==> src/rtl/jbsp_pkg.sv <==
// Shared types, character codes and literal tables for the JSON byte structure parser.
// No dependencies; the top level and the testbench import this package.
package jbsp_pkg;

    typedef enum logic [8:0] {
        PM_START     = 9'b000000001,
        PM_OBJ_START = 9'b000000010,
        PM_OBJ_KEY   = 9'b000000100,
        PM_OBJ_COLON = 9'b000001000,
        PM_OBJ_VAL   = 9'b000010000,
        PM_OBJ_NEXT  = 9'b000100000,
        PM_ARR_START = 9'b001000000,
        PM_ARR_VAL   = 9'b010000000,
        PM_ARR_NEXT  = 9'b100000000
    } parse_mode_t;

    typedef enum logic [4:0] {
        LX_IDLE = 5'b00001,
        LX_KEY  = 5'b00010,
        LX_STR  = 5'b00100,
        LX_NUM  = 5'b01000,
        LX_LIT  = 5'b10000
    } lex_mode_t;

    localparam logic [3:0] EV_SKIP      = 4'd0;
    localparam logic [3:0] EV_OBJ_OPEN  = 4'd1;
    localparam logic [3:0] EV_ARR_OPEN  = 4'd2;
    localparam logic [3:0] EV_CLOSE     = 4'd3;
    localparam logic [3:0] EV_KEY_OPEN  = 4'd4;
    localparam logic [3:0] EV_KEY_BYTE  = 4'd5;
    localparam logic [3:0] EV_KEY_END   = 4'd6;
    localparam logic [3:0] EV_STR_OPEN  = 4'd7;
    localparam logic [3:0] EV_STR_BYTE  = 4'd8;
    localparam logic [3:0] EV_STR_END   = 4'd9;
    localparam logic [3:0] EV_NUM_BYTE  = 4'd10;
    localparam logic [3:0] EV_LIT_BYTE  = 4'd11;
    localparam logic [3:0] EV_COLON     = 4'd12;
    localparam logic [3:0] EV_COMMA     = 4'd13;

    localparam logic [1:0] ST_RUN        = 2'd0;
    localparam logic [1:0] ST_ROOT       = 2'd1;
    localparam logic [1:0] ST_ERR        = 2'd2;
    localparam logic [1:0] ST_INCOMPLETE = 2'd3;

    localparam logic [1:0] LK_TRUE  = 2'd0;
    localparam logic [1:0] LK_FALSE = 2'd1;
    localparam logic [1:0] LK_NULL  = 2'd2;

    localparam logic [7:0] CH_NUL       = 8'h00;
    localparam logic [7:0] CH_SPACE     = 8'h20;
    localparam logic [7:0] CH_LBRACE    = 8'h7B;
    localparam logic [7:0] CH_RBRACE    = 8'h7D;
    localparam logic [7:0] CH_LBRACKET  = 8'h5B;
    localparam logic [7:0] CH_RBRACKET  = 8'h5D;
    localparam logic [7:0] CH_QUOTE     = 8'h22;
    localparam logic [7:0] CH_BACKSLASH = 8'h5C;
    localparam logic [7:0] CH_COLON     = 8'h3A;
    localparam logic [7:0] CH_COMMA     = 8'h2C;
    localparam logic [7:0] CH_MINUS     = 8'h2D;
    localparam logic [7:0] CH_PLUS      = 8'h2B;
    localparam logic [7:0] CH_DOT       = 8'h2E;
    localparam logic [7:0] CH_ZERO      = 8'h30;
    localparam logic [7:0] CH_NINE      = 8'h39;
    localparam logic [7:0] CH_LOWER_E   = 8'h65;
    localparam logic [7:0] CH_UPPER_E   = 8'h45;
    localparam logic [7:0] CH_LOWER_T   = 8'h74;
    localparam logic [7:0] CH_LOWER_F   = 8'h66;
    localparam logic [7:0] CH_LOWER_N   = 8'h6E;

    typedef struct packed {
        logic [1:0] status;
        logic       closes_number;
        logic [7:0] depth;
        logic [7:0] echo_byte;
        logic [3:0] event_res;
    } result_t;

    function automatic logic [7:0] lit_char(input logic [1:0] kind, input logic [2:0] idx);
        logic [7:0] c;
        c = CH_NUL;
        case (kind)
            LK_TRUE: begin
                case (idx)
                    3'd0: c = 8'h74;
                    3'd1: c = 8'h72;
                    3'd2: c = 8'h75;
                    3'd3: c = 8'h65;
                    default: c = CH_NUL;
                endcase
            end
            LK_FALSE: begin
                case (idx)
                    3'd0: c = 8'h66;
                    3'd1: c = 8'h61;
                    3'd2: c = 8'h6C;
                    3'd3: c = 8'h73;
                    3'd4: c = 8'h65;
                    default: c = CH_NUL;
                endcase
            end
            LK_NULL: begin
                case (idx)
                    3'd0: c = 8'h6E;
                    3'd1: c = 8'h75;
                    3'd2: c = 8'h6C;
                    3'd3: c = 8'h6C;
                    default: c = CH_NUL;
                endcase
            end
            default: c = CH_NUL;
        endcase
        return c;
    endfunction

    function automatic logic [2:0] lit_len(input logic [1:0] kind);
        logic [2:0] n;
        case (kind)
            LK_TRUE:  n = 3'd4;
            LK_FALSE: n = 3'd5;
            LK_NULL:  n = 3'd4;
            default:  n = 3'd0;
        endcase
        return n;
    endfunction

    function automatic logic is_number_byte(input logic [7:0] b);
        return (b >= CH_ZERO && b <= CH_NINE) || b == CH_DOT || b == CH_LOWER_E
            || b == CH_UPPER_E || b == CH_PLUS || b == CH_MINUS;
    endfunction

endpackage

==> src/rtl/jbsp_stack.sv <==
// One-bit-per-level container stack: marks each open level as object or array.
// Single write port, one registered read port; no dependencies.
module jbsp_stack #(
    parameter int DEPTH = 128
) (
    input  logic                     aclk,
    input  logic                     wr_en,
    input  logic [$clog2(DEPTH)-1:0] wr_addr,
    input  logic                     wr_bit,
    input  logic [$clog2(DEPTH)-1:0] rd_addr,
    output logic                     rd_bit
);

    logic mem [DEPTH];
    logic rd_bit_reg;

    always_ff @(posedge aclk) begin
        if (wr_en) begin
            mem[wr_addr] <= wr_bit;
        end
    end

    always_ff @(posedge aclk) begin
        rd_bit_reg <= mem[rd_addr];
    end

    assign rd_bit = rd_bit_reg;

endmodule

==> src/rtl/json_byte_structure_parser.sv <==
// Top level of the JSON byte structure parser: per-byte tokenizer, depth limit and output skid.
// Depends on jbsp_pkg and jbsp_stack.
//
//  channel | direction | handshake               | payload
//  s_      | in        | s_tvalid / s_tready     | s_tdata = text_byte, s_tlast = end_of_text
//  m_      | out       | m_tvalid / m_tready     | m_tuser = event_res, m_tdata = echo/depth/...
//  cfg_    | in        | cfg_valid / cfg_ready   | cfg_data = max_depth
//
// Each byte is classified in the cycle it is accepted; its result is then registered for m_.
// One beat per cycle sustained while m_ is not stalled; the parse state update is the only loop.
// The parent container type for a close is held in the stack's registered read port, which is
// re-addressed every cycle from the next stack pointer. A two-entry output buffer keeps s_tready
// high while one result waits. Reset is synchronous; the stack needs no clearing pass.
module json_byte_structure_parser
    import jbsp_pkg::*;
#(
    parameter int STACK_DEPTH = 128
) (
    input  logic        aclk,
    input  logic        aresetn,
    input  logic        s_tvalid,
    output logic        s_tready,
    input  logic [7:0]  s_tdata,   // [7:0] text_byte
    input  logic        s_tlast,
    output logic        m_tvalid,
    input  logic        m_tready,
    output logic [23:0] m_tdata,   // [7:0] echo_byte, [15:8] depth, [16] closes_number,
                                   // [18:17] status, [23:19] zero
    output logic [3:0]  m_tuser,   // [3:0] event_res
    input  logic        cfg_valid,
    output logic        cfg_ready,
    input  logic [7:0]  cfg_data
);

    localparam int AW  = $clog2(STACK_DEPTH);
    localparam int SPW = $clog2(STACK_DEPTH + 1);
    localparam int CW  = (SPW > 8) ? SPW : 8;

    parse_mode_t     pm_reg, pm_next;
    lex_mode_t       lx_reg, lx_next;
    logic [1:0]      lk_reg, lk_next;
    logic [2:0]      li_reg, li_next;
    logic [7:0]      prev_reg, prev_next;
    logic [SPW-1:0]  sp_reg, sp_next;
    logic [1:0]      fs_reg, fs_next;
    logic [7:0]      max_depth_reg;

    result_t         res;
    result_t         m_data_reg;
    result_t         skid_data_reg;
    logic            m_valid_reg;
    logic            skid_valid_reg;

    logic            s_accept;
    logic            ends;
    logic            do_start;
    logic            push;
    logic            push_obj;
    logic            parent_obj;
    logic [CW-1:0]   lim;
    logic [SPW-1:0]  sp_follow;
    logic [SPW-1:0]  rd_ptr;
    logic [7:0]      b;
    logic [3:0]      ev;
    logic            closes;
    logic            value_mode;
    parse_mode_t     after_value;

    assign b         = s_tdata[7:0];
    assign s_tready  = !skid_valid_reg;
    assign s_accept  = s_tvalid && s_tready;
    assign ends      = s_tlast || (b == CH_NUL);
    assign cfg_ready = 1'b1;

    assign lim = (CW'(max_depth_reg) > CW'(STACK_DEPTH)) ? CW'(STACK_DEPTH)
                                                         : CW'(max_depth_reg);
    assign value_mode  = (pm_reg == PM_OBJ_VAL) || (pm_reg == PM_ARR_START)
                      || (pm_reg == PM_ARR_VAL);
    assign after_value = (pm_reg == PM_OBJ_VAL) ? PM_OBJ_NEXT : PM_ARR_NEXT;

    always_comb begin
        pm_next   = pm_reg;
        lx_next   = lx_reg;
        lk_next   = lk_reg;
        li_next   = li_reg;
        prev_next = prev_reg;
        sp_next   = sp_reg;
        fs_next   = fs_reg;
        ev        = EV_SKIP;
        closes    = 1'b0;
        do_start  = 1'b0;
        push      = 1'b0;
        push_obj  = 1'b0;

        if (fs_reg == ST_RUN) begin
            if (b == CH_NUL) begin
                if (lx_reg == LX_NUM) begin
                    closes  = 1'b1;
                    lx_next = LX_IDLE;
                end
            end else if (lx_reg == LX_KEY || lx_reg == LX_STR) begin
                if (b == CH_QUOTE && prev_reg != CH_BACKSLASH) begin
                    ev      = (lx_reg == LX_KEY) ? EV_KEY_END : EV_STR_END;
                    lx_next = LX_IDLE;
                end else begin
                    ev = (lx_reg == LX_KEY) ? EV_KEY_BYTE : EV_STR_BYTE;
                end
            end else if (lx_reg == LX_NUM) begin
                if (is_number_byte(b)) begin
                    ev = EV_NUM_BYTE;
                end else begin
                    closes   = 1'b1;
                    lx_next  = LX_IDLE;
                    do_start = 1'b1;
                end
            end else if (lx_reg == LX_LIT) begin
                if (li_reg < lit_len(lk_reg) && lit_char(lk_reg, li_reg) == b) begin
                    ev      = EV_LIT_BYTE;
                    li_next = li_reg + 3'd1;
                    if (li_next == lit_len(lk_reg)) begin
                        lx_next = LX_IDLE;
                    end
                end else begin
                    fs_next = ST_ERR;
                end
            end else begin
                do_start = 1'b1;
            end

            if (do_start) begin
                case (b) inside
                    [8'h01:CH_SPACE]: begin
                        ev = EV_SKIP;
                    end
                    CH_LBRACE, CH_LBRACKET: begin
                        if (!(pm_reg == PM_START || value_mode)) begin
                            fs_next = ST_ERR;
                        end else if (CW'(sp_reg) >= lim) begin
                            fs_next = ST_ERR;
                        end else begin
                            push     = 1'b1;
                            push_obj = (b == CH_LBRACE);
                            sp_next  = sp_reg + SPW'(1);
                            pm_next  = (b == CH_LBRACE) ? PM_OBJ_START : PM_ARR_START;
                            ev       = (b == CH_LBRACE) ? EV_OBJ_OPEN : EV_ARR_OPEN;
                        end
                    end
                    CH_RBRACE, CH_RBRACKET: begin
                        if (b == CH_RBRACE && !(pm_reg == PM_OBJ_START
                                                || pm_reg == PM_OBJ_NEXT)) begin
                            fs_next = ST_ERR;
                        end else if (b == CH_RBRACKET && !(pm_reg == PM_ARR_START
                                                           || pm_reg == PM_ARR_NEXT)) begin
                            fs_next = ST_ERR;
                        end else if (sp_reg == '0) begin
                            fs_next = ST_ERR;
                        end else begin
                            sp_next = sp_reg - SPW'(1);
                            ev      = EV_CLOSE;
                            if (sp_next == '0) begin
                                pm_next = PM_START;
                                fs_next = ST_ROOT;
                            end else begin
                                pm_next = parent_obj ? PM_OBJ_NEXT : PM_ARR_NEXT;
                            end
                        end
                    end
                    CH_QUOTE: begin
                        if (pm_reg == PM_OBJ_START || pm_reg == PM_OBJ_KEY) begin
                            lx_next = LX_KEY;
                            pm_next = PM_OBJ_COLON;
                            ev      = EV_KEY_OPEN;
                        end else if (value_mode) begin
                            lx_next = LX_STR;
                            pm_next = after_value;
                            ev      = EV_STR_OPEN;
                        end else begin
                            fs_next = ST_ERR;
                        end
                    end
                    CH_COLON: begin
                        if (pm_reg == PM_OBJ_COLON) begin
                            pm_next = PM_OBJ_VAL;
                            ev      = EV_COLON;
                        end else begin
                            fs_next = ST_ERR;
                        end
                    end
                    CH_COMMA: begin
                        if (pm_reg == PM_OBJ_NEXT) begin
                            pm_next = PM_OBJ_KEY;
                            ev      = EV_COMMA;
                        end else if (pm_reg == PM_ARR_NEXT) begin
                            pm_next = PM_ARR_VAL;
                            ev      = EV_COMMA;
                        end else begin
                            fs_next = ST_ERR;
                        end
                    end
                    CH_LOWER_T, CH_LOWER_F, CH_LOWER_N: begin
                        if (value_mode) begin
                            lk_next = (b == CH_LOWER_T) ? LK_TRUE
                                    : (b == CH_LOWER_F) ? LK_FALSE : LK_NULL;
                            li_next = 3'd1;
                            lx_next = LX_LIT;
                            pm_next = after_value;
                            ev      = EV_LIT_BYTE;
                        end else begin
                            fs_next = ST_ERR;
                        end
                    end
                    CH_MINUS, [CH_ZERO:CH_NINE]: begin
                        if (value_mode) begin
                            lx_next = LX_NUM;
                            pm_next = after_value;
                            ev      = EV_NUM_BYTE;
                        end else begin
                            fs_next = ST_ERR;
                        end
                    end
                    default: begin
                        fs_next = ST_ERR;
                    end
                endcase
                if (fs_next == ST_ERR) begin
                    ev = EV_SKIP;
                end
            end

            prev_next = b;
            if (ends && fs_next == ST_RUN) begin
                fs_next = (lx_next == LX_KEY || lx_next == LX_STR) ? ST_ERR : ST_INCOMPLETE;
            end
        end

        res.event_res     = ev;
        res.echo_byte     = b;
        res.depth         = 8'(sp_next);
        res.closes_number = closes;
        res.status        = fs_next;
    end

    // The read port always tracks the entry below the top for the pointer of the next cycle.
    assign sp_follow = s_accept ? (ends ? '0 : sp_next) : sp_reg;
    assign rd_ptr    = sp_follow - SPW'(2);

    jbsp_stack #(
        .DEPTH (STACK_DEPTH)
    ) u_stack (
        .aclk    (aclk),
        .wr_en   (s_accept && push),
        .wr_addr (sp_reg[AW-1:0]),
        .wr_bit  (push_obj),
        .rd_addr (rd_ptr[AW-1:0]),
        .rd_bit  (parent_obj)
    );

    always_ff @(posedge aclk) begin
        if (!aresetn) begin
            pm_reg        <= PM_START;
            lx_reg        <= LX_IDLE;
            lk_reg        <= LK_TRUE;
            li_reg        <= 3'd0;
            prev_reg      <= CH_NUL;
            sp_reg        <= '0;
            fs_reg        <= ST_RUN;
            max_depth_reg <= 8'd128;
        end else begin
            if (cfg_valid && cfg_ready) begin
                max_depth_reg <= cfg_data;
            end
            if (s_accept) begin
                if (ends) begin
                    pm_reg   <= PM_START;
                    lx_reg   <= LX_IDLE;
                    lk_reg   <= LK_TRUE;
                    li_reg   <= 3'd0;
                    prev_reg <= CH_NUL;
                    sp_reg   <= '0;
                    fs_reg   <= ST_RUN;
                end else begin
                    pm_reg   <= pm_next;
                    lx_reg   <= lx_next;
                    lk_reg   <= lk_next;
                    li_reg   <= li_next;
                    prev_reg <= prev_next;
                    sp_reg   <= sp_next;
                    fs_reg   <= fs_next;
                end
            end
        end
    end

    always_ff @(posedge aclk) begin
        if (!aresetn) begin
            m_valid_reg    <= 1'b0;
            skid_valid_reg <= 1'b0;
        end else if (m_tready || !m_valid_reg) begin
            if (skid_valid_reg) begin
                m_valid_reg    <= 1'b1;
                skid_valid_reg <= 1'b0;
            end else begin
                m_valid_reg <= s_accept;
            end
        end else if (s_accept) begin
            skid_valid_reg <= 1'b1;
        end
    end

    always_ff @(posedge aclk) begin
        if (m_tready || !m_valid_reg) begin
            if (skid_valid_reg) begin
                m_data_reg <= skid_data_reg;
            end else if (s_accept) begin
                m_data_reg <= res;
            end
        end else if (s_accept) begin
            skid_data_reg <= res;
        end
    end

    assign m_tvalid = m_valid_reg;
    assign m_tuser  = m_data_reg.event_res;
    assign m_tdata  = {5'd0, m_data_reg.status, m_data_reg.closes_number,
                       m_data_reg.depth, m_data_reg.echo_byte};

    a_skid_behind_output: assert property (@(posedge aclk) disable iff (!aresetn)
        skid_valid_reg |-> m_valid_reg)
        else $error("skid entry held while output register is empty");

    a_depth_in_range: assert property (@(posedge aclk) disable iff (!aresetn)
        CW'(sp_reg) <= CW'(STACK_DEPTH))
        else $error("stack pointer beyond stack depth");

    a_clear_after_last: assert property (@(posedge aclk) disable iff (!aresetn)
        (s_accept && ends) |=> (sp_reg == '0 && fs_reg == ST_RUN && lx_reg == LX_IDLE))
        else $error("parser not cleared after end of text");

    a_no_push_when_done: assert property (@(posedge aclk) disable iff (!aresetn)
        (fs_reg != ST_RUN && s_accept) |=> $stable(sp_reg) || sp_reg == '0)
        else $error("stack moved after parse finished");

endmodule

==> config.mk <==
export PLATFORM = sky130hd
export DESIGN_NAME = json_byte_structure_parser
export DESIGN_NICKNAME = d
export VERILOG_FILES = /design/src/rtl/jbsp_pkg.sv /design/src/rtl/jbsp_stack.sv /design/src/rtl/json_byte_structure_parser.sv
export SDC_FILE = /design/constraint.sdc
export NUM_CORES = 1
export LEC_CHECK = 0
export BUFFER_PORTS_ARGS = -buffer_cell sky130_fd_sc_hd__buf_4
export CAP_MARGIN = 20
export CORE_UTILIZATION = 31
export CTS_CLUSTER_DIAMETER = 60
export CTS_CLUSTER_SIZE = 20
export DETAILED_ROUTE_END_ITERATION = 12
export PLACE_DENSITY = 0.46
export SETUP_SLACK_MARGIN = 0.05
export SLEW_MARGIN = 15
export SYNTH_ARGS = -nofsm -noshare
export SYNTH_HDL_FRONTEND = slang
export SYNTH_SLANG_ARGS = --single-unit
==> constraint.sdc <==
create_clock -name aclk -period 15.85 [get_ports aclk]
set_input_delay 2.3775 -clock aclk [delete_from_list [all_inputs] [get_ports aclk]]
set_output_delay 2.3775 -clock aclk [all_outputs]
set_load 0.05 [all_outputs]
==> flow_summary_export.csv, run 1 <==
group,metric,value,unit
global_route,groute.usage.overall,17.2,%
detailed_routing,drt-pass1-iter-count,5,
sta,period_share,48.6,%
floorplanning,rows,72,
final_layout,largest_reg_flops,128,
final_layout,nets,1199,
clocking,cts.sinks,222,
floorplanning,die_x,200,microns
logic_synthesis,syn-cell-area,12100,sq um
sta,worstMarginPinSlew,1030,ps
logic_synthesis,ys.flop_type,"edfxtp_1",
floorplanning,io_pins,53,
logic_synthesis,synth_warnings,0,
clocking,insertion_delay,550,ps
setup_path,path_max_fanout,19,
logic_synthesis,synth_enable_flop_cells,174,
placed_design,io_buffers,46,
logic_synthesis,async_flop_share,0,%
setup_path,required,16270,ps
detailed_routing,viasPerCell,5.35,
hold_path,min_path_type,"reg -> reg",
sta,finClkSkew,17.1,ps
clocking,cts_max_level,1,
logic_synthesis,synth.avg_cell_area,10.7,sq um
setup_path,crit_top_cell,"buf_4",
logic_synthesis,synth.most_common_cell,"nor2_1",
logic_synthesis,syn_inst,1138,
clocking,cts_tree,"done",
setup_path,cp-start-kind,"input port",
sta,grt_setup_unrepaired,"no",
global_route,grt_max_degree,129,
detailed_routing,finalWirelength,34.1,mm
final_layout,drive_gt1_share,15.4,%
placed_design,dpl.hpwl,22.9,mm
logic_synthesis,ys_top_cells_by_count,"nor2_1, edfxtp_1, nand2_1",
global_route,grt_pass1_wl,52.5,mm
placed_design,gp_congestion,0.886,
sta,hold_viol,0,
final_layout,diodes,0,
final_layout,design_area,13800,sq um
logic_synthesis,yosysTopAreaCell,"edfxtp_1",
clocking,holdBufCountCts,0,
clocking,clockRootBuffer,"clkbuf_16",
clocking,clkTransAtPathRegs,70,ps
floorplanning,start_util,31.4,%
placed_design,postPlaceCellArea,13000,sq um
status,status,"completed",
global_route,grt_overflow_total,0,
detailed_routing,wl_per_cell,20.2,microns
sta,setup_tns,0,ps
logic_synthesis,synth_area_leaders,"edfxtp_1, dfxtp_1, nor2_1",
clocking,cts_buffers,23,
sta,min_period,7700,ps
clocking,postCtsSetupBuffers,0,
floorplanning,die_y,200,microns
detailed_routing,drc_errors,0,
setup_path,arrival,8110,ps
logic_synthesis,synth-seq-cells,222,
placed_design,place_inst,1647,
sta,fmax,0.130,GHz
hold_path,hold_path_depth,2,
sta,setup_slack,8150,ps
power,fin_total_pwr,1.27,mW
detailed_routing,num_vias,9043,
detailed_routing,drtIter0Drc,806,
sta,slew_viol_final,0,
sta,slew_headroom,31.3,%
final_layout,layout.cells.non_filler,1690,
run,maxCapViolCount,0,
detailed_routing,ant_nets,0,
setup_path,crit_chain,"buf_4 -> or4b_4 -> a2111o_1 -> a311oi_4 -> or3_1 -> nor3_1 -> o41ai_4 -> buf_4 -> inv_2 -> ha_1 -> xnor2_4 -> buf_4 -> mux4_1 -> and2_1 -> a2111oi_0 -> or4_1 -> o211ai_1",
setup_path,critPathCaptureType,"flip-flop",
sta,setup_violations,0,
final_layout,fin_util,35.6,%
power,vdd_drop_max,0.0000626,V
logic_synthesis,yosysSeqAreaShare,50.9,%
setup_path,rr_worst_depth,18,
final_layout,syn2layout_area_growth,13.4,%
logic_synthesis,synth_top_area_share,43.0,%
clocking,clk_path_buf_depth,3,
power,leakage,4.92,nW
setup_path,slowest_stage,"xnor2_4",
placed_design,pre_cts_ws,7590,ps
floorplanning,dieArea,40000,sq um
global_route,antenna_found_initial,0,
setup_path,path_class,"in -> reg",
sta,hold_slack,525,ps
clocking,cts_resized,0,
global_route,grt_pass1_vias,8505,
power,power.density,91.9,nW/um^2
setup_path,max_stage_delay,620,ps
logic_synthesis,ys_types,91,
floorplanning,coreArea,38600,sq um
[layer usage]
| layer | vias to the layer above | global-route usage (%) | part of all wire, % |
|---|---|---|---|
| li1 | 4265 | - | - |
| met1 | 4450 | 25.5 | 49 |
| met2 | 272 | 25.5 | 43 |
| met3 | 56 | 2.76 | 5.4 |
| met4 | 0 | 5.17 | 2.7 |
| met5 | - | 0 | 0 |
[cell families after synthesis]
| kind of cell | synth area share [%] |
|---|---|
| mux | 9.63 |
| fa+ha+maj | 2.16 |
| flops | 50.9 |
| other cells | 0.0618 |
| simple gates | 19.6 |
| compound gates | 12.3 |
| buf+inv | 3.55 |
| xor+xnor | 1.72 |
[power by group]
| part | leakage [nW] | internal, mW | switching (mW) |
|---|---|---|---|
| Clock | 0.376 | 0.296 | 0.263 |
| Sequential | 2.17 | 0.629 | 0.00380 |
| Combinational | 2.38 | 0.0230 | 0.0512 |
| Total | 4.92 | 0.948 | 0.318 |
[worst max-delay path, delay by kind of cell]
kind	cells	cell delay, ps
adder cells (fa/ha/maj)	1	330
AO/OA/AOI/OAI	5	1510
AND/OR/NAND/NOR	5	1530
buffers and inverters	4	1120
XOR/XNOR	1	620
multiplexers	1	570
[worst paths after layout]
path	from	to	slack [ps]
worst min-delay path	li_reg[0]$_SDFFE_PN0P_	li_reg[0]$_SDFFE_PN0P_	530
worst max register to register	sp_reg[2]$_SDFF_PN0_	u_stack.rd_bit$_DFF_P_	9300
worst min register to register	li_reg[0]$_SDFFE_PN0P_	li_reg[0]$_SDFFE_PN0P_	530
worst max-delay path	s_tdata[5]	u_stack.rd_bit$_DFF_P_	8150
[cells in the final DEF (no fill, tap or decap), types with 20 or more instances in the layout]
master	n
nor2b_1	35
inv_1	22
edfxtp_1	174
clkbuf_16	23
a21oi_1	37
nor3_1	30
buf_4	63
ha_1	21
mux4_2	21
o21ai_0	42
mux2i_1	34
nor2_1	185
nand2_1	86
mux2_2	20
nand3_1	32
a22oi_1	22
dfxtp_1	48
[area by class of cell]
cell class	count	area (sq um)
Clock inverter	18	184
Timing Repair Buffer	66	520
Tap cell	518	648
Multi-Input combinational cell	818	5570
Sequential cell	222	6190
Fill cell	3837	24900
Clock buffer	23	576
Inverter	25	93.8
Power figures use the tool's default switching activity.
==> run 2: changes to the inputs <==
--- a/config.mk
+++ b/config.mk
@@ -11,7 +11,7 @@
 export CTS_CLUSTER_DIAMETER = 60
 export CTS_CLUSTER_SIZE = 20
 export DETAILED_ROUTE_END_ITERATION = 12
-export PLACE_DENSITY = 0.46
+export PLACE_DENSITY = 0.47
 export SETUP_SLACK_MARGIN = 0.05
 export SLEW_MARGIN = 15
 export SYNTH_ARGS = -nofsm -noshare
==> constraint.sdc (replaced) <==
create_clock -name aclk -period 6.7 [get_ports aclk]
set_input_delay 1.005 -clock aclk [delete_from_list [all_inputs] [get_ports aclk]]
set_output_delay 1.005 -clock aclk [all_outputs]
set_load 0.05 [all_outputs]
==> run 2 against run 1 <==
Global-route usage grew 0.30 points. Sequential share of layout area shrank 0.14 points. Non-clock buffer count grew 12. First-iteration DRC count shrank 6.9%. Clock skew shrank 1.5 ps. Sequential power grew 140%. Routed wire length grew 0.75%. Core utilization grew 0.11 points.
==> flow_summary_export.csv, run 2 (synthesis gave the netlist of run 1 again) <==
group,metric,value,unit
power,power_switching_share,24.8,%
power,leakage,4.96,nW
placed_design,pre_cts_ws,559,ps
sta,setup_violations,0,
power,p_seq_share,51.2,%
placed_design,postPlaceCellArea,13100,sq um
detailed_routing,viasPerCell,5.35,
power,vdd_drop_max,0.000151,V
clocking,holdBufCountCts,0,
sta,hold_viol,0,
clocking,postCtsSetupBuffers,0,
sta,min_period,5850,ps
setup_path,cp-start-kind,"flip-flop",
detailed_routing,drt-pass1-iter-count,5,
setup_path,path_class,"reg -> reg",
final_layout,design_area,13800,sq um
sta,period_share,87.3,%
clocking,cts_buffers,22,
floorplanning,start_util,31.4,%
final_layout,nets,1210,
placed_design,io_buffers,46,
floorplanning,die_x,200,microns
detailed_routing,wl_per_cell,20.2,microns
sta,setup_slack,853,ps
sta,slew_viol_final,0,
final_layout,drive_gt1_share,16.1,%
global_route,antenna_found_initial,1,
power,power.density,212,nW/um^2
sta,hold_slack,526,ps
power,combPwrFrac,6.2,%
setup_path,critPathCaptureType,"flip-flop",
sta,finClkSkew,15.6,ps
floorplanning,io_pins,53,
power,p_sw,0.725,mW
status,status,"completed",
sta,setup_tns,0,ps
clocking,clockRootBuffer,"clkbuf_16",
clocking,insertion_delay,530,ps
global_route,groute.usage.overall,17.5,%
sta,slew_headroom,29.9,%
placed_design,dpl.hpwl,23.8,mm
global_route,grt_pass1_vias,8769,
detailed_routing,drtIter0Drc,750,
detailed_routing,num_vias,9108,
global_route,grt_pass1_wl,53.5,mm
run,maxCapViolCount,0,
setup_path,arrival,6300,ps
setup_path,required,7160,ps
global_route,grt_max_degree,94,
detailed_routing,ant_nets,0,
setup_path,path_max_fanout,12,
floorplanning,die_y,200,microns
clocking,cts_tree,"done",
detailed_routing,drc_errors,0,
final_layout,most-common-layout-cells,"nor2_1, edfxtp_1, nand2_1, buf_4, dfxtp_1",
placed_design,gp_congestion,0.897,
floorplanning,dieArea,40000,sq um
power,internal-power,2.20,mW
clocking,clkTransAtPathRegs,80,ps
sta,fmax,0.171,GHz
clocking,clk_path_buf_depth,3,
clocking,cts_resized,0,
clocking,cts_max_level,1,
floorplanning,coreArea,38600,sq um
power,clockPowerShare,42.7,%
sta,grt_setup_unrepaired,"no",
final_layout,layout_commonest_cell,"nor2_1",
final_layout,syn2layout_area_growth,13.8,%
detailed_routing,finalWirelength,34.3,mm
global_route,grt_overflow_total,0,
final_layout,fin_util,35.7,%
floorplanning,rows,72,
final_layout,largest_reg_flops,128,
sta,worstMarginPinSlew,1050,ps
hold_path,min_path_type,"reg -> reg",
clocking,cts.sinks,222,
-- run 2: cell count changes in the layout (fill, tap and decap cells not counted), sizes merged --
cell      before  now
buf           66   78
bufinv         1    0
clkbuf        23   24
clkinv         5    9
clkinvlp       0    2
diode          0    1
inv           37   30
-- run 2: through the flow --
step	instances	power (mW)
floorplan	1142	1.65
global placement	1659	1.71
detailed placement	1660	1.71
CTS	1700	2.97
global route	1701	3.03
finish	1702	2.93
-- run 2: area by class of cell --
class	instances	area, sq um
fillers	3887	24800
flip-flops and latches	222	6190
multi-input cells	818	5570
well taps	518	648
repair buffers	78	593
clock buffers	24	579
clock inverters	16	148
inverters	25	93.8
diodes	1	2.50
-- run 2: worst paths after layout --
path / slack, ps / cells past startpoint / from / endpoint
setup / recovery: 850 / 19 / max_depth_reg[7]$_SDFFE_PN1P_ / u_stack.rd_bit$_DFF_P_
hold / removal: 530 / 2 / skid_data_reg[11]$_DFFE_PP_ / m_tdata[7]$_DFFE_PP_
setup reg to reg: 850 / 19 / max_depth_reg[7]$_SDFFE_PN1P_ / u_stack.rd_bit$_DFF_P_
hold reg to reg: 530 / 2 / skid_data_reg[11]$_DFFE_PP_ / m_tdata[7]$_DFFE_PP_
-- run 2: power by group through the flow --
stage / combinational (mW) / sequential, mW / clock [mW]
floorplan: 0.0892 / 1.56 / 0
global placement: 0.178 / 1.53 / 0
detailed placement: 0.180 / 1.53 / 0
CTS: 0.180 / 1.50 / 1.29
global route: 0.195 / 1.50 / 1.34
finish: 0.181 / 1.50 / 1.25
-- run 2: per-layer routing --
metal,routed length (microns),GRT usage (%),part of all wire [%],vias to the layer above
met1,17000,26.8,49,4503
li1,-,-,-,4280
met5,0,0,0,-
met2,14500,25.4,42,287
met4,646,4.64,1.9,0
met3,2210,2.65,6.4,38
-- run 2: worst max-delay path, stage by stage (launching register included) --
cell,delay [ps]
dfxtp_1,330
clkinv_1,190
nand2_1,140
ha_1,250
a211oi_1,180
o21ai_0,190
a2111oi_0,850
nand2_1,230
a22oi_1,250
nor2b_1,110
o41ai_4,370
inv_2,180
ha_1,320
xnor2_4,550
buf_4,330
mux4_2,530
and3_1,190
a211oi_1,230
a22oi_1,170
o211ai_1,170
==> run 3: changes to the inputs <==
--- a/config.mk
+++ b/config.mk
@@ -8,6 +8,7 @@
 export BUFFER_PORTS_ARGS = -buffer_cell sky130_fd_sc_hd__buf_4
 export CAP_MARGIN = 20
 export CORE_UTILIZATION = 31
+export CTS_BUF_LIST = sky130_fd_sc_hd__clkbuf_8
 export CTS_CLUSTER_DIAMETER = 60
 export CTS_CLUSTER_SIZE = 20
 export DETAILED_ROUTE_END_ITERATION = 12
==> run 3 against run 2 <==
Die area unchanged. Setup slack better by 35 ps. Register-to-register slack better by 40 ps. Clock power down 27%. Total power down 12%. Non-clock buffer count unchanged.
==> flow_summary_export.csv, run 3 (synthesis gave the netlist of run 1 again) <==
group,metric,value,unit
setup_path,path_class,"reg -> reg",
power,vdd_drop_max,0.000106,V
final_layout,nets,1210,
sta,period_share,86.7,%
floorplanning,io_pins,53,
placed_design,pre_cts_ws,559,ps
clocking,cts_tree,"done",
sta,setup_violations,0,
floorplanning,die_x,200,microns
clocking,clkTransAtPathRegs,120,ps
hold_path,min_path_type,"reg -> reg",
floorplanning,rows,72,
global_route,grt_pass1_vias,8759,
detailed_routing,drt-pass1-iter-count,5,
detailed_routing,viasPerCell,5.33,
setup_path,critPathCaptureType,"flip-flop",
setup_path,slowest_stage,"a2111oi_0",
clocking,cts_max_level,1,
sta,finClkSkew,24.7,ps
sta,hold_slack,531,ps
clocking,clk_path_buf_depth,3,
setup_path,crit_family,"compound AO/OA/AOI/OAI gates",
sta,slew_viol_final,0,
detailed_routing,ant_nets,0,
sta,setup_tns,0,ps
detailed_routing,wl_per_cell,20.2,microns
clocking,cts_resized,0,
power,power.density,191,nW/um^2
clocking,clockRootBuffer,"clkbuf_8",
clocking,holdBufCountCts,0,
sta,slew_headroom,27.7,%
sta,worstMarginPinSlew,1080,ps
clocking,cts.sinks,222,
placed_design,gp_congestion,0.897,
final_layout,layout_commonest_cell,"nor2_1",
floorplanning,start_util,31.4,%
setup_path,path_max_fanout,12,
final_layout,most-common-layout-cells,"nor2_1, edfxtp_1, nand2_1, buf_4, dfxtp_1",
detailed_routing,num_vias,9073,
final_layout,syn2layout_area_growth,11.6,%
sta,hold_viol,0,
sta,min_period,5810,ps
detailed_routing,drc_errors,0,
final_layout,largest_reg_flops,128,
global_route,antenna_found_initial,1,
detailed_routing,finalWirelength,34.4,mm
clocking,cts_buffers,22,
setup_path,crit_chain,"clkinv_1 -> nand2_1 -> ha_1 -> a211oi_1 -> o21ai_0 -> a2111oi_0 -> nand2_1 -> a22oi_1 -> nor2b_1 -> o41ai_4 -> inv_2 -> ha_1 -> xnor2_4 -> buf_4 -> mux4_2 -> and3_1 -> a211oi_1 -> a22oi_1 -> o211ai_1",
run,maxCapViolCount,0,
placed_design,dpl.hpwl,23.8,mm
power,leakage,4.85,nW
final_layout,drive_gt1_share,16.1,%
setup_path,max_stage_delay,840,ps
floorplanning,die_y,200,microns
detailed_routing,drtIter0Drc,771,
setup_path,cp-start-kind,"flip-flop",
status,status,"completed",
setup_path,timing.critical_path.buf_inv,3,
global_route,grt_pass1_wl,53.5,mm
global_route,grt_overflow_total,0,
floorplanning,dieArea,40000,sq um
sta,setup_slack,888,ps
clocking,postCtsSetupBuffers,0,
global_route,grt_max_degree,94,
sta,grt_setup_unrepaired,"no",
setup_path,arrival,6330,ps
global_route,groute.usage.overall,17.5,%
floorplanning,coreArea,38600,sq um
setup_path,required,7220,ps
placed_design,io_buffers,46,
clocking,insertion_delay,580,ps
sta,fmax,0.172,GHz
run 3: final cells by class:
class | count | area [sq um]
multi-input cells | 818 | 5570
well taps | 518 | 648
fillers | 3917 | 25100
repair buffers | 78 | 593
inverters | 25 | 93.8
clock inverters | 17 | 151
clock buffers | 23 | 317
flip-flops and latches | 222 | 6190
diodes | 1 | 2.50
run 3: final timing paths:
kind / start / end / slack, ps / cells past startpoint
max reg2reg: max_depth_reg[7]$_SDFFE_PN1P_ / u_stack.rd_bit$_DFF_P_ / 890 / 19
min reg2reg: skid_data_reg[9]$_DFFE_PP_ / m_tdata[5]$_DFFE_PP_ / 530 / 2
max: max_depth_reg[7]$_SDFFE_PN1P_ / u_stack.rd_bit$_DFF_P_ / 890 / 19
min: skid_data_reg[9]$_DFFE_PP_ / m_tdata[5]$_DFFE_PP_ / 530 / 2
run 3: worst min-delay path, cell delays in order, from the launching register on:
cell	delay, ps
edfxtp_1	330
nand2_1	40
o21ai_0	50
run 3: per-stage QoR:
step	power (mW)	cell area (sq um)	instances	util, %
6_report	2.59	13600	1702	35.1
5_1_grt	2.69	13600	1701	35.1
4_1_cts	2.63	13500	1700	35.1
3_5_place_dp	1.71	13100	1660	33.8
3_3_place_gp	1.71	13100	1659	33.8
2_1_floorplan	1.65	12200	1142	-
run 3: metal layers:
| metal | share of wire, % | up-vias | track usage, % |
|---|---|---|---|
| li1 | - | 4271 | - |
| met1 | 50 | 4487 | 26.8 |
| met2 | 42 | 277 | 25.4 |
| met3 | 6.4 | 38 | 2.76 |
| met4 | 1.9 | 0 | 4.52 |
| met5 | 0 | - | 0 |
run 3: power by group:
part,switching (mW),internal (mW),total (mW)
sequential,0.00900,1.49,1.50
clock,0.554,0.357,0.911
combinational,0.123,0.0581,0.181
total,0.686,1.90,2.59
